`config.mk`:
```
export PLATFORM = sky130hd
export DESIGN_NAME = mch_ctrl
export DESIGN_NICKNAME = d
export VERILOG_FILES = /design/src/sv/mch_pkg.sv /design/src/sv/mch_ctrl.sv
export SDC_FILE = /design/constraint.sdc
export NUM_CORES = 1
export LEC_CHECK = 0
export BUFFER_PORTS_ARGS = -buffer_cell sky130_fd_sc_hd__buf_2
export CELL_PAD_IN_SITES_DETAIL_PLACEMENT = 0
export CELL_PAD_IN_SITES_GLOBAL_PLACEMENT = 1
export CORE_UTILIZATION = 25
export DETAILED_ROUTE_END_ITERATION = 10
export PLACE_DENSITY_LB_ADDON = 0.1
export SETUP_SLACK_MARGIN = 0.15
export SYNTH_ARGS = -nofsm -noshare
export SYNTH_HDL_FRONTEND = slang
export SYNTH_SLANG_ARGS = --single-unit
```
`constraint.sdc`:
```
create_clock -name clk -period 1.3 [get_ports clk]
set_input_delay 0 -clock clk [delete_from_list [all_inputs] [get_ports clk]]
set_output_delay 0 -clock clk [all_outputs]
set_load 0.05 [all_outputs]
```
`src/sv/mch_pkg.sv`:
```
`default_nettype none
// ----------------------------------------------------------------------------
// mch_pkg
// Shared widths, codes, command and status types, and the constant tables
// for the magnetometer calibration and heading unit.
// ----------------------------------------------------------------------------
package mch_pkg;

    localparam int RAW_W   = 16;
    localparam int MG_W    = 17;
    localparam int HEAD_W  = 16;
    localparam int CNT_W   = 16;
    localparam int RANGE_W = 2;
    localparam int CFG_W   = 16;
    localparam int AXES    = 3;
    localparam int AXIS_W  = 2;
    localparam int STEP_W  = 5;
    localparam int MAX_STEPS = 24;

    localparam int DIFF_W  = 18;
    localparam int SUM_W   = 19;
    localparam int PROD_W  = 38;
    localparam int N_W     = 48;
    localparam int REM_W   = 47;
    localparam int D_W     = 34;
    localparam int Q_W     = 18;
    localparam int DSH_W   = D_W + Q_W - 1;
    localparam int CORD_W  = 32;
    localparam int ANG_W   = 32;

    localparam logic [0:0] CFG_RANGE = 1'b0;
    localparam logic [0:0] CFG_COUNT = 1'b1;
    localparam logic       FUNC_CAL  = 1'b1;

    localparam logic [RANGE_W-1:0] RANGE_2G  = 2'd0;
    localparam logic [RANGE_W-1:0] RANGE_8G  = 2'd1;
    localparam logic [RANGE_W-1:0] RANGE_12G = 2'd2;
    localparam logic [RANGE_W-1:0] RANGE_30G = 2'd3;

    typedef struct packed {
        logic              load;
        logic              mul;
        logic              scale;
        logic              absn;
        logic              div_step;
        logic              div_last;
        logic              cordic_init;
        logic              cordic_step;
        logic              angle;
        logic              finish;
        logic [AXIS_W-1:0] axis;
        logic [STEP_W-1:0] step_idx;
    } mch_cmd_t;

    typedef struct packed {
        logic out_busy;
    } mch_status_t;

    // Counts per gauss for the selected range.
    function automatic logic [D_W-1:0] cpg_of(input logic [RANGE_W-1:0] r);
        logic [D_W-1:0] v;
        case (r)
            RANGE_2G:  v = D_W'(15000);
            RANGE_8G:  v = D_W'(3750);
            RANGE_12G: v = D_W'(2500);
            RANGE_30G: v = D_W'(1000);
            default:   v = D_W'(15000);
        endcase
        return v;
    endfunction

    // Six times the counts per gauss, used with the full span.
    function automatic logic [16:0] six_cpg_of(input logic [RANGE_W-1:0] r);
        logic [16:0] v;
        case (r)
            RANGE_2G:  v = 17'd90000;
            RANGE_8G:  v = 17'd22500;
            RANGE_12G: v = 17'd15000;
            RANGE_30G: v = 17'd6000;
            default:   v = 17'd90000;
        endcase
        return v;
    endfunction

    // Arctangent of 2^-i as a binary angle, 2^32 being a full turn.
    function automatic logic [ANG_W-1:0] atan_of(input logic [STEP_W-1:0] i);
        logic [ANG_W-1:0] v;
        case (i)
            5'd0:    v = 32'h20000000;
            5'd1:    v = 32'h12E4051E;
            5'd2:    v = 32'h09FB385B;
            5'd3:    v = 32'h051111D4;
            5'd4:    v = 32'h028B0D43;
            5'd5:    v = 32'h0145D7E1;
            5'd6:    v = 32'h00A2F61E;
            5'd7:    v = 32'h00517C55;
            5'd8:    v = 32'h0028BE53;
            5'd9:    v = 32'h00145F2F;
            5'd10:   v = 32'h000A2F98;
            5'd11:   v = 32'h000517CC;
            5'd12:   v = 32'h00028BE6;
            5'd13:   v = 32'h000145F3;
            5'd14:   v = 32'h0000A2F9;
            5'd15:   v = 32'h0000517C;
            5'd16:   v = 32'h000028BE;
            5'd17:   v = 32'h0000145F;
            5'd18:   v = 32'h00000A2F;
            5'd19:   v = 32'h00000517;
            5'd20:   v = 32'h0000028B;
            5'd21:   v = 32'h00000145;
            5'd22:   v = 32'h000000A2;
            5'd23:   v = 32'h00000051;
            default: v = 32'h00000000;
        endcase
        return v;
    endfunction

endpackage
`default_nettype wire

```
`src/sv/mch_ctrl.sv`:
```
`default_nettype none
// ----------------------------------------------------------------------------
// mch_ctrl
// Sequencer: walks one word through multiply, divide, CORDIC and finish.
// ----------------------------------------------------------------------------
module mch_ctrl #(
    parameter int CORDIC_STEPS = 16
) (
    input  wire logic                clk,
    input  wire logic                rst_n,
    input  wire logic                in_valid,
    output logic                     in_ready,
    input  mch_pkg::mch_status_t     status,
    output mch_pkg::mch_cmd_t        cmd
);

    localparam int EFF_STEPS = (CORDIC_STEPS > mch_pkg::MAX_STEPS) ?
                               mch_pkg::MAX_STEPS : CORDIC_STEPS;

    localparam logic [3:0] S_IDLE  = 4'd0;
    localparam logic [3:0] S_MUL   = 4'd1;
    localparam logic [3:0] S_SCALE = 4'd2;
    localparam logic [3:0] S_ABS   = 4'd3;
    localparam logic [3:0] S_DIV   = 4'd4;
    localparam logic [3:0] S_CINIT = 4'd5;
    localparam logic [3:0] S_CORD  = 4'd6;
    localparam logic [3:0] S_ANGLE = 4'd7;
    localparam logic [3:0] S_FIN   = 4'd8;

    localparam logic [mch_pkg::STEP_W-1:0] DIV_LAST  = mch_pkg::STEP_W'(mch_pkg::Q_W - 1);
    localparam logic [mch_pkg::STEP_W-1:0] CORD_LAST = mch_pkg::STEP_W'(EFF_STEPS - 1);
    localparam logic [mch_pkg::AXIS_W-1:0] AXIS_LAST = mch_pkg::AXIS_W'(mch_pkg::AXES - 1);

    logic [3:0]                  state_reg, state_next;
    logic [mch_pkg::STEP_W-1:0]  cnt_reg, cnt_next;
    logic [mch_pkg::AXIS_W-1:0]  axis_reg, axis_next;

    always_comb
    begin
        state_next = state_reg;
        cnt_next   = cnt_reg;
        axis_next  = axis_reg;
        cmd        = '0;
        cmd.axis     = axis_reg;
        cmd.step_idx = cnt_reg;
        case (state_reg)
            S_IDLE:
            begin
                if (in_valid)
                begin
                    cmd.load   = 1'b1;
                    axis_next  = '0;
                    state_next = S_MUL;
                end
            end
            S_MUL:
            begin
                cmd.mul    = 1'b1;
                state_next = S_SCALE;
            end
            S_SCALE:
            begin
                cmd.scale  = 1'b1;
                state_next = S_ABS;
            end
            S_ABS:
            begin
                cmd.absn   = 1'b1;
                cnt_next   = '0;
                state_next = S_DIV;
            end
            S_DIV:
            begin
                cmd.div_step = 1'b1;
                cnt_next     = cnt_reg + 1'b1;
                if (cnt_reg == DIV_LAST)
                begin
                    cmd.div_last = 1'b1;
                    if (axis_reg == AXIS_LAST)
                    begin
                        state_next = S_CINIT;
                    end
                    else
                    begin
                        axis_next  = axis_reg + 1'b1;
                        state_next = S_MUL;
                    end
                end
            end
            S_CINIT:
            begin
                cmd.cordic_init = 1'b1;
                cnt_next        = '0;
                state_next      = S_CORD;
            end
            S_CORD:
            begin
                cmd.cordic_step = 1'b1;
                cnt_next        = cnt_reg + 1'b1;
                if (cnt_reg == CORD_LAST)
                begin
                    state_next = S_ANGLE;
                end
            end
            S_ANGLE:
            begin
                cmd.angle  = 1'b1;
                state_next = S_FIN;
            end
            S_FIN:
            begin
                if (!status.out_busy)
                begin
                    cmd.finish = 1'b1;
                    state_next = S_IDLE;
                end
            end
            default:
            begin
                state_next = S_IDLE;
            end
        endcase
    end

    assign in_ready = (state_reg == S_IDLE);

    always_ff @(posedge clk or negedge rst_n)
    begin
        if (!rst_n)
        begin
            state_reg <= S_IDLE;
            cnt_reg   <= '0;
            axis_reg  <= '0;
        end
        else
        begin
            state_reg <= state_next;
            cnt_reg   <= cnt_next;
            axis_reg  <= axis_next;
        end
    end

endmodule
`default_nettype wire

```
==> results list, run 1 <==
- Maximum number of buffers from clock root to sink: 2
- The number of antenna violations at the first check in global routing is 0.
- Worst hold stages: 2
- The first routing iteration left 34 violations.
* Maximum level of the CTS H-tree: 1
- The final layout contains routed wiring with a total length of between 2000 and 3000 um.
* Fin nets: 152
- At the end of routability-driven placement, the weighted congestion stood at 0.697.
- Final design instance area without fill: 1770 um2
* Top-Level Pins: 22
- Counting every sink on the clock net gives 11.
* Share of the cycle needed by the critical path after routing: 115%
* Routed WL per cell: ~15 um
- The routed design uses 1490 um of met2 wire.
- Arrival time at the worst endpoint: ~1500 ps
- Violated checks: setup timing
- For this configuration, the core starts out at a cell density of 27.3%.
- Total inserted antenna cells: 0
- Across all setup checks in the final design, the least slack found is -198 ps.
* Commonest cells after routing, fill and taps aside: sky130_fd_sc_hd__buf_6, sky130_fd_sc_hd__buf_4, sky130_fd_sc_hd__dfrtp_2, sky130_fd_sc_hd__buf_2, sky130_fd_sc_hd__buf_8
* Slowest cell on the critical path: sky130_fd_sc_hd__dfrtp_2
- In this run the clock root is driven by a sky130_fd_sc_hd__clkbuf_4.
- Most common library cell in the layout ignoring fill and taps: sky130_fd_sc_hd__buf_6
- Worst flop-to-flop path endpoint: state_reg[0]$_DFFE_PN0P_
* Fraction of synthesis flops using an asynchronous set or reset pin: 100%
- Worst min-delay path class: primary input to register
- DIE AREA: 3680 um2
- Number of flops mapped to enable cells by yosys: 0
- In this run the worst path has a maximum fanout of 5.
- Share of final-layout standard cells stronger than drive strength 1: 74.8%
* Buffers plus inverters on the worst setup path: 3
- The filler cells instantiated in the layout total about 290.
- For the final routed database, the setup TNS stands at -2290 ps.
- Maximum number of pins on one net before global-route repair: 12
- Of the post-synthesis cell area, the part taken by muxes is 1.31%.
- Die Span Y: 60.6 um
- Top Family by Delay on Critical Path: flip-flops
* Count of antenna-violating nets left after detailed routing: 0
- The final number of hold-violating endpoints came to 0.
- Worst R2R Setup Slack: -190 ps
- Overall Power: a little over 5 mW
- Endpoint of the worst hold-timing path: state_reg[3]$_DFFE_PN0P_
- Count of different cell masters after synthesis: 36
- Hold timing on the final database bottoms out at a slack of 25.5 ps.
- Across the VDD grid, the largest voltage drop is 1320 uV.
- The synthesized design contains 11 register bits.
- STA classifies the critical path startpoint as a register.
- Insertion delay to the later sink of the worst-skew pair: 280 ps
- In this run the cell area measured after placement is 1250 um2.
- Power density normalized to cell area: 2860 nW/um2
- Floorplan core area: 3150 um2
- The first global-routing pass estimated 4170 um of wire.
- Synthesis produced a netlist with a net count of 93.
- Pin slew with the least headroom to its limit: 279 ps
- Biggest cell delay along the critical path: 460 ps
* Vias in the first global route: 898
- Simple-gate portion of the synthesized area: 27.9%
- The first detailed-routing pass took 4 iterations.
* Main flop type after synthesis: sky130_fd_sc_hd__dfrtp_1
* Peak Freq: 668 MHz
- Global routing used 15.9% of the available tracks across all layers.
- Vias per Instance: 4.84
- CTS clk-pin slew, worst paths: about 80 ps
- Sequential cell area fraction in the yosys report: ~32%
- Top metal layer carrying routed signals: met4
- Leakage power: 0.738 nW
- Across all layers, the routed design uses 905 vias.
- Max reg flops: 5
- Across the run, the number of max-cap violations was 0.
* Netlist area before placement: 860 um2
* Setup repair after global routing missed its margin: true
* Horiz. Die Dim: between 60 and 70 um
- Cell with the most instances on the worst path: sky130_fd_sc_hd__buf_6
- Setup violations remaining at the end of the flow were counted as 20.
- Overflow left after global routing: 0
* Wire length on met1: ~1100 um
* Worst-case headroom to the max-slew limit: 81.3%
* Detail Route met3 WL: 95 um
- The number of slew-limit violations in the final report is 0.
- Once detailed placement completed, the half-perimeter wirelength came to 1710 um.
- # DRC: 0
* Clock Skew: 10.2 ps
- TritonCTS built the clock tree.
- Utilization of the core after routing: 56.2%
- Summing the areas of all compound-gate instances in the mapped netlist gives 22.9% of the synthesized area.
* Number of I/O port buffers: 21
- STA classifies the critical path endpoint as an output pin.
- In the synthesized netlist, the number of instances is 85.
* Final critical delay including setup and external delays: 1500 ps
- Adder-Cell Fraction of Synth Area: between 5 and 6%
- Cell breakdown of the critical path: buf_4, buf_6, nand2b_4, nor3_4, buf_6
* Worst Reg2Reg Path Length in Cells: 5
* Area Overhead vs Synth: 106%
- The Yosys step of the flow raised 0 warnings.
* Syn avg cell area: 10.1 um2
- Worst R2R Start: cnt_reg[1]$_DFFE_PN0P_
- In this run the core area contains 20 standard-cell rows.
- Number of CTS-inserted buffers: 3
* Main combinational cell family by area after synthesis: simple AND/OR/NAND/NOR gates
* Launch point of the worst hold path: status
- For the worst setup path, the data required time is 1300 ps.
* Setup CP Type: register to output pin
- Xor-xnor portion of the synthesized cell area: 0%
- The flow ran to the end, but the final reports show violations.
worst max-delay path by stage:
| stage | from | end | slack [ps] | depth (start not counted) |
|---|---|---|---|---|
| floorplan | state_reg[0]$_DFFE_PN0P_ | cmd[16] | -290 | 3 |
| global placement | cnt_reg[1]$_DFFE_PN0P_ | state_reg[2]$_DFFE_PN0P_ | -70 | 5 |
| detailed placement | cnt_reg[1]$_DFFE_PN0P_ | cnt_reg[4]$_DFFE_PN0P_ | -80 | 5 |
| CTS | cnt_reg[1]$_DFFE_PN0P_ | cmd[11] | -200 | 5 |
| global route | state_reg[0]$_DFFE_PN0P_ | cmd[16] | -280 | 4 |
| finish | state_reg[0]$_DFFE_PN0P_ | cmd[14] | -200 | 5 |
routing by layer:
layer,global-route usage [%],vias up
met5,0,-
met4,7.14,0
met3,4.90,8
met2,27.3,22
met1,18.1,440
li1,-,435
repair_timing:
item,4_1_cts,5_1_grt
endpoints found under the hold margin,11,0
gates resized for setup,59,20
gates cloned,0,0
setup buffers,10,10
pin swaps,16,19
hold buffers,1,0
endpoints found under the setup margin,22,23
power by group:
part	switching, mW	total (mW)	internal, mW
Sequential	0.266	0.786	0.520
Combinational	2.03	4.03	2.00
Clock	0.137	0.256	0.119
cells by family (layout without fill, tap and decap cells):
logic type                 Yosys count  in the layout
AOI/OAI and AO/OA                   24             24
and+or+nand+nor                     32             32
adders and majority gates            4              4
DFF                                 11             11
buffers and inverters               13             71
muxes                                1              1
synthesized netlist by cell type, types with 3 or more instances:
master	instances	share of area, %
sky130_fd_sc_hd__a31oi_1	3	2.2
sky130_fd_sc_hd__buf_4	3	2.6
sky130_fd_sc_hd__dfrtp_1	11	32
sky130_fd_sc_hd__ha_1	4	5.8
sky130_fd_sc_hd__inv_1	7	3.1
sky130_fd_sc_hd__nand2_1	4	1.7
sky130_fd_sc_hd__nand2b_1	3	2.2
sky130_fd_sc_hd__nand3_1	3	1.7
sky130_fd_sc_hd__nor2_1	5	2.2
sky130_fd_sc_hd__nor3_1	4	2.3
sky130_fd_sc_hd__o211ai_1	4	3.5
sky130_fd_sc_hd__o2bb2ai_1	4	4.1
area by class of cell:
| type | count | area (um2) | share of cell area [%] |
|---|---|---|---|
| inverter | 7 | 31.3 | 1.77 |
| timing repair buffer | 60 | 622 | 35.1 |
| sequential | 11 | 289 | 16.3 |
| clock buffer | 4 | 26.3 | 1.48 |
| tap | 44 | 55.1 | 3.11 |
| multi-input combinational | 61 | 747 | 42.2 |
worst reg2reg max path, stage by stage (launching register included):
cell                      delay, ps
sky130_fd_sc_hd__dfrtp_4        490
sky130_fd_sc_hd__buf_6          120
sky130_fd_sc_hd__ha_4           140
sky130_fd_sc_hd__and3_4         180
sky130_fd_sc_hd__ha_4           140
sky130_fd_sc_hd__o311a_1        280
stage by stage:
step | setup WS [ps] | cells
2_1_floorplan | -291 | 85
3_3_place_gp | -73.5 | 162
3_5_place_dp | -76.1 | 162
4_1_cts | -203 | 177
5_1_grt | -280 | 187
6_report | -198 | 187
No activity file was read; power rests on OpenSTA's default activity.
==> inputs of run 2 (changes only) <==
CORE_MARGIN = 2   (was default)
==> run 2 against run 1 <==
The flow still finishes with violations (setup timing). Flip-flop and latch count did not move. Count of clock-buffer cells in the layout unchanged. Sequential power rose by 2%. Critical path type unchanged. Largest power group unchanged. Highest routed layer unchanged.
==> results list, run 2 (synthesized netlist as in run 1, its figures left out) <==
* Number of hold violations in the final report: 0 (unchanged)
* Vias in the first global route: 917 (+2.1%)
* Overflow left after global routing: 0 (unchanged)
- The clock transition at the registers of the reported paths came to 70 ps (about the same).
* Violated checks: setup timing
- Hold slack final: 52.2 ps (+26.6 ps)
* Non-filler cells in the finished layout: 188 (+0.53%)
- Critical path data required time: 1300 ps (about the same)
- Total via count after detailed routing: 872 (-3.6%)
- The startpoint identified for the worst register-to-register timing path is cnt_reg[1]$_DFFE_PN0P_.
- Pre-Repair DR Iteration Count: 4 (unchanged)
- Worst min-delay path class: primary input to register
* Worst flop-to-flop path endpoint: cnt_reg[4]$_DFFE_PN0P_
- The worst setup path is captured at an output pin.
- Vias per Instance: 4.64 (-4.2%)
* Slowest cell on the critical path: sky130_fd_sc_hd__dfrtp_4
* Clock Sink Count: 11 (unchanged)
- Share of the cycle needed by the critical path after routing: 115% (about the same)
* Top-Level Pins: 22 (unchanged)
- The critical path starts at cnt_reg[1]$_DFFE_PN0P_.
- HPWL after DPL: 1770 um (+3.1%)
- The time the final worst path needs with I/O delays and setup is 1500 ps (-0.297 ps).
- The placeable core region is 3310 um2 (+5.0%).
- The worst setup slack before clock tree synthesis came to -101 ps (-25.2 ps).
- Worst R2R Setup Slack: -190 ps (about the same)
* Peak Freq: 668 MHz (about the same)
- Number of antenna violations at the first check in global routing: 0 (unchanged)
- Insertion delay to the later sink of the worst-skew pair: 270 ps (about the same)
* MaxCap Viol Count: 0 (unchanged)
* Total inserted antenna cells: 0 (unchanged)
* Gp weighted congestion: 0.787 (+13%)
- Leaving out fill and tap cells, the most frequent cell in the layout is sky130_fd_sc_hd__buf_6.
- The clock power share came to 4.9% (about the same).
- Final worst setup slack: -198 ps (+0.297 ps)
- Cell breakdown of the critical path: inv_2, ha_4, and4bb_2, and2_4, buf_8
- TritonCTS built the clock tree.
- The iteration-0 DRC count of the detailed router was 13 (-62%).
* Row Count: 21 (+5.0%)
- The die area came to 3920 um2 (+6.7%).
* Starting utilization of the core area: 26.0% (-1.3 points)
- Worst voltage drop across the vdd grid: 1010 uV (-24%)
- Horiz. Die Dim: 62.6 um (+3.3%)
- The final setup skew was 3.11 ps (-7.14 ps).
- Clock tree root buffer cell: sky130_fd_sc_hd__clkbuf_4
- Max reg flops: 5 (unchanged)
* Arrival time at the worst endpoint: 1500 ps (about the same)
* Number of I/O port buffers: 21 (unchanged)
- Worst Reg2Reg Path Length in Cells: 6 (+1)
- Biggest cell delay along the critical path: 500 ps (+40 ps)
- Critical-path maximum fanout: 3 (-2)
- The floorplan die height is 62.6 um (+3.3%).
- Maximum level of the CTS H-tree: 1 (unchanged)
- The critical path in this run is classified as register to output pin.
* Number of cells in the design after placement: 162 (unchanged)
- The power spent charging and discharging nets was 2.41 mW (-1.1%).
- Maximum number of pins on one net before global-route repair: 12 (unchanged)
- The library cells used most frequently in the layout, excluding fill and tap cells, are sky130_fd_sc_hd__buf_6, sky130_fd_sc_hd__buf_4, sky130_fd_sc_hd__dfrtp_2, sky130_fd_sc_hd__buf_2, sky130_fd_sc_hd__buf_8.
- The number of slew-limit violations in the final report was 0 (unchanged).
* Fin nets: 151 (-0.66%)
* Routed WL per cell: 13.3 um (-10%)
- Final Setup Violations: 14 (-30%)
- Leakage power: 0.716 nW (-2.9%)
- The number of nets with antenna violations after routing was 0 (unchanged).
* Switching fraction of total power: 49.0% (+1.1 points)
- Number of CTS-inserted buffers: 3 (unchanged)
- Setup repair after global routing missed its margin: true
- Setup crit end: cmd[11]
* # DRC: 0 (unchanged)
- Outcome: finished, violations left
- The combinational group share of total power was 78.8% (-0.6 points).
* Pin slew with the least headroom to its limit: 278 ps (-0.827 ps)
- Share of final-layout standard cells stronger than drive strength 1: 75.4% (+0.53 points)
- The worst-case clock buffer depth came to 2 (unchanged).
* Wire length after detailed routing: 2490 um (-9.5%)
- STA classifies the critical path startpoint as a register.
- The sequential fraction of design power was 16.3% (+0.8 points).
- Wire length of the first global-routing pass: 4440 um (+6.5%)
- The relative slew slack was 81.5% (+0.20 points).
* Area Overhead vs Synth: 104%
- Power density normalized to cell area: 2800 nW/um2 (-2.2%)
- The global-route total usage across every layer was 14.3% (-1.6 points).
- Internal power: 2.50 mW (-5.2%)
[run 2: cell count changes in the layout (fill, tap and decap cells not counted), sizes merged]
| cell | previous run | this run |
|---|---|---|
| buf | 59 | 58 |
[run 2: worst min-delay path by stage]
stage	startpoint	to	cells after the start
6_report	status	state_reg[3]$_DFFE_PN0P_	2
5_1_grt	status	state_reg[3]$_DFFE_PN0P_	2
4_1_cts	status	state_reg[3]$_DFFE_PN0P_	2
3_5_place_dp	rst_n	axis_reg[1]$_DFFE_PN0P_	1
3_3_place_gp	rst_n	axis_reg[1]$_DFFE_PN0P_	1
2_1_floorplan	rst_n	axis_reg[0]$_DFFE_PN0P_	0
[run 2: final cells by class]
cell class / instances / area (um2)
multi-input combinational: 61 / 777
timing repair buffer: 59 / 577
tap: 46 / 57.6
clock buffer: 4 / 26.3
fill: 299 / 1560
inverter: 7 / 26.3
sequential: 11 / 289
[run 2: layer usage]
metal	share of wire, %	wire (um)	GRT usage, %
met3	3.8	94	4.14
met5	0	0	0
met4	0.80	20	3.33
met1	47	1160	18.9
met2	49	1220	23.1
[run 2: timing repair]
| action | 4_1_cts | 5_1_grt |
|---|---|---|
| hold buffers | 1 | 0 |
| pin swaps | 17 | 12 |
| endpoints found under the setup margin | 22 | 23 |
| buffers inserted | 13 | 8 |
| gates resized for setup | 58 | 23 |
| endpoints found under the hold margin | 11 | 0 |
[run 2: power groups by stage]
stage               sequential, mW  combinational, mW  clock [mW]
CTS                          0.792               3.35       0.255
finish                       0.800               3.87       0.241
floorplan                     1.04               1.68           0
global placement             0.798               2.57           0
detailed placement           0.799               2.58           0
global route                 0.832               4.09       0.285
[run 2: per-stage QoR]
| step | setup TNS, ps | total power [mW] | util (%) | instance area, um2 |
|---|---|---|---|---|
| after global placement | -319 | 3.37 | 37.0 | 1220 |
| final | -1700 | 4.91 | 52.9 | 1750 |
| after floorplan | -1450 | 2.72 | - | 992 |
| after CTS | -1310 | 4.40 | 47.5 | 1570 |
| after detailed placement | -406 | 3.38 | 37.0 | 1220 |
| after global routing | -2900 | 5.21 | 52.9 | 1750 |
[run 2: critical path, delay by kind of cell (launching register included)]
family,cells,cell delay (ps)
and+or+nand+nor,2,400
DFF,1,500
buffers and inverters,2,210
adders and majority gates,1,120
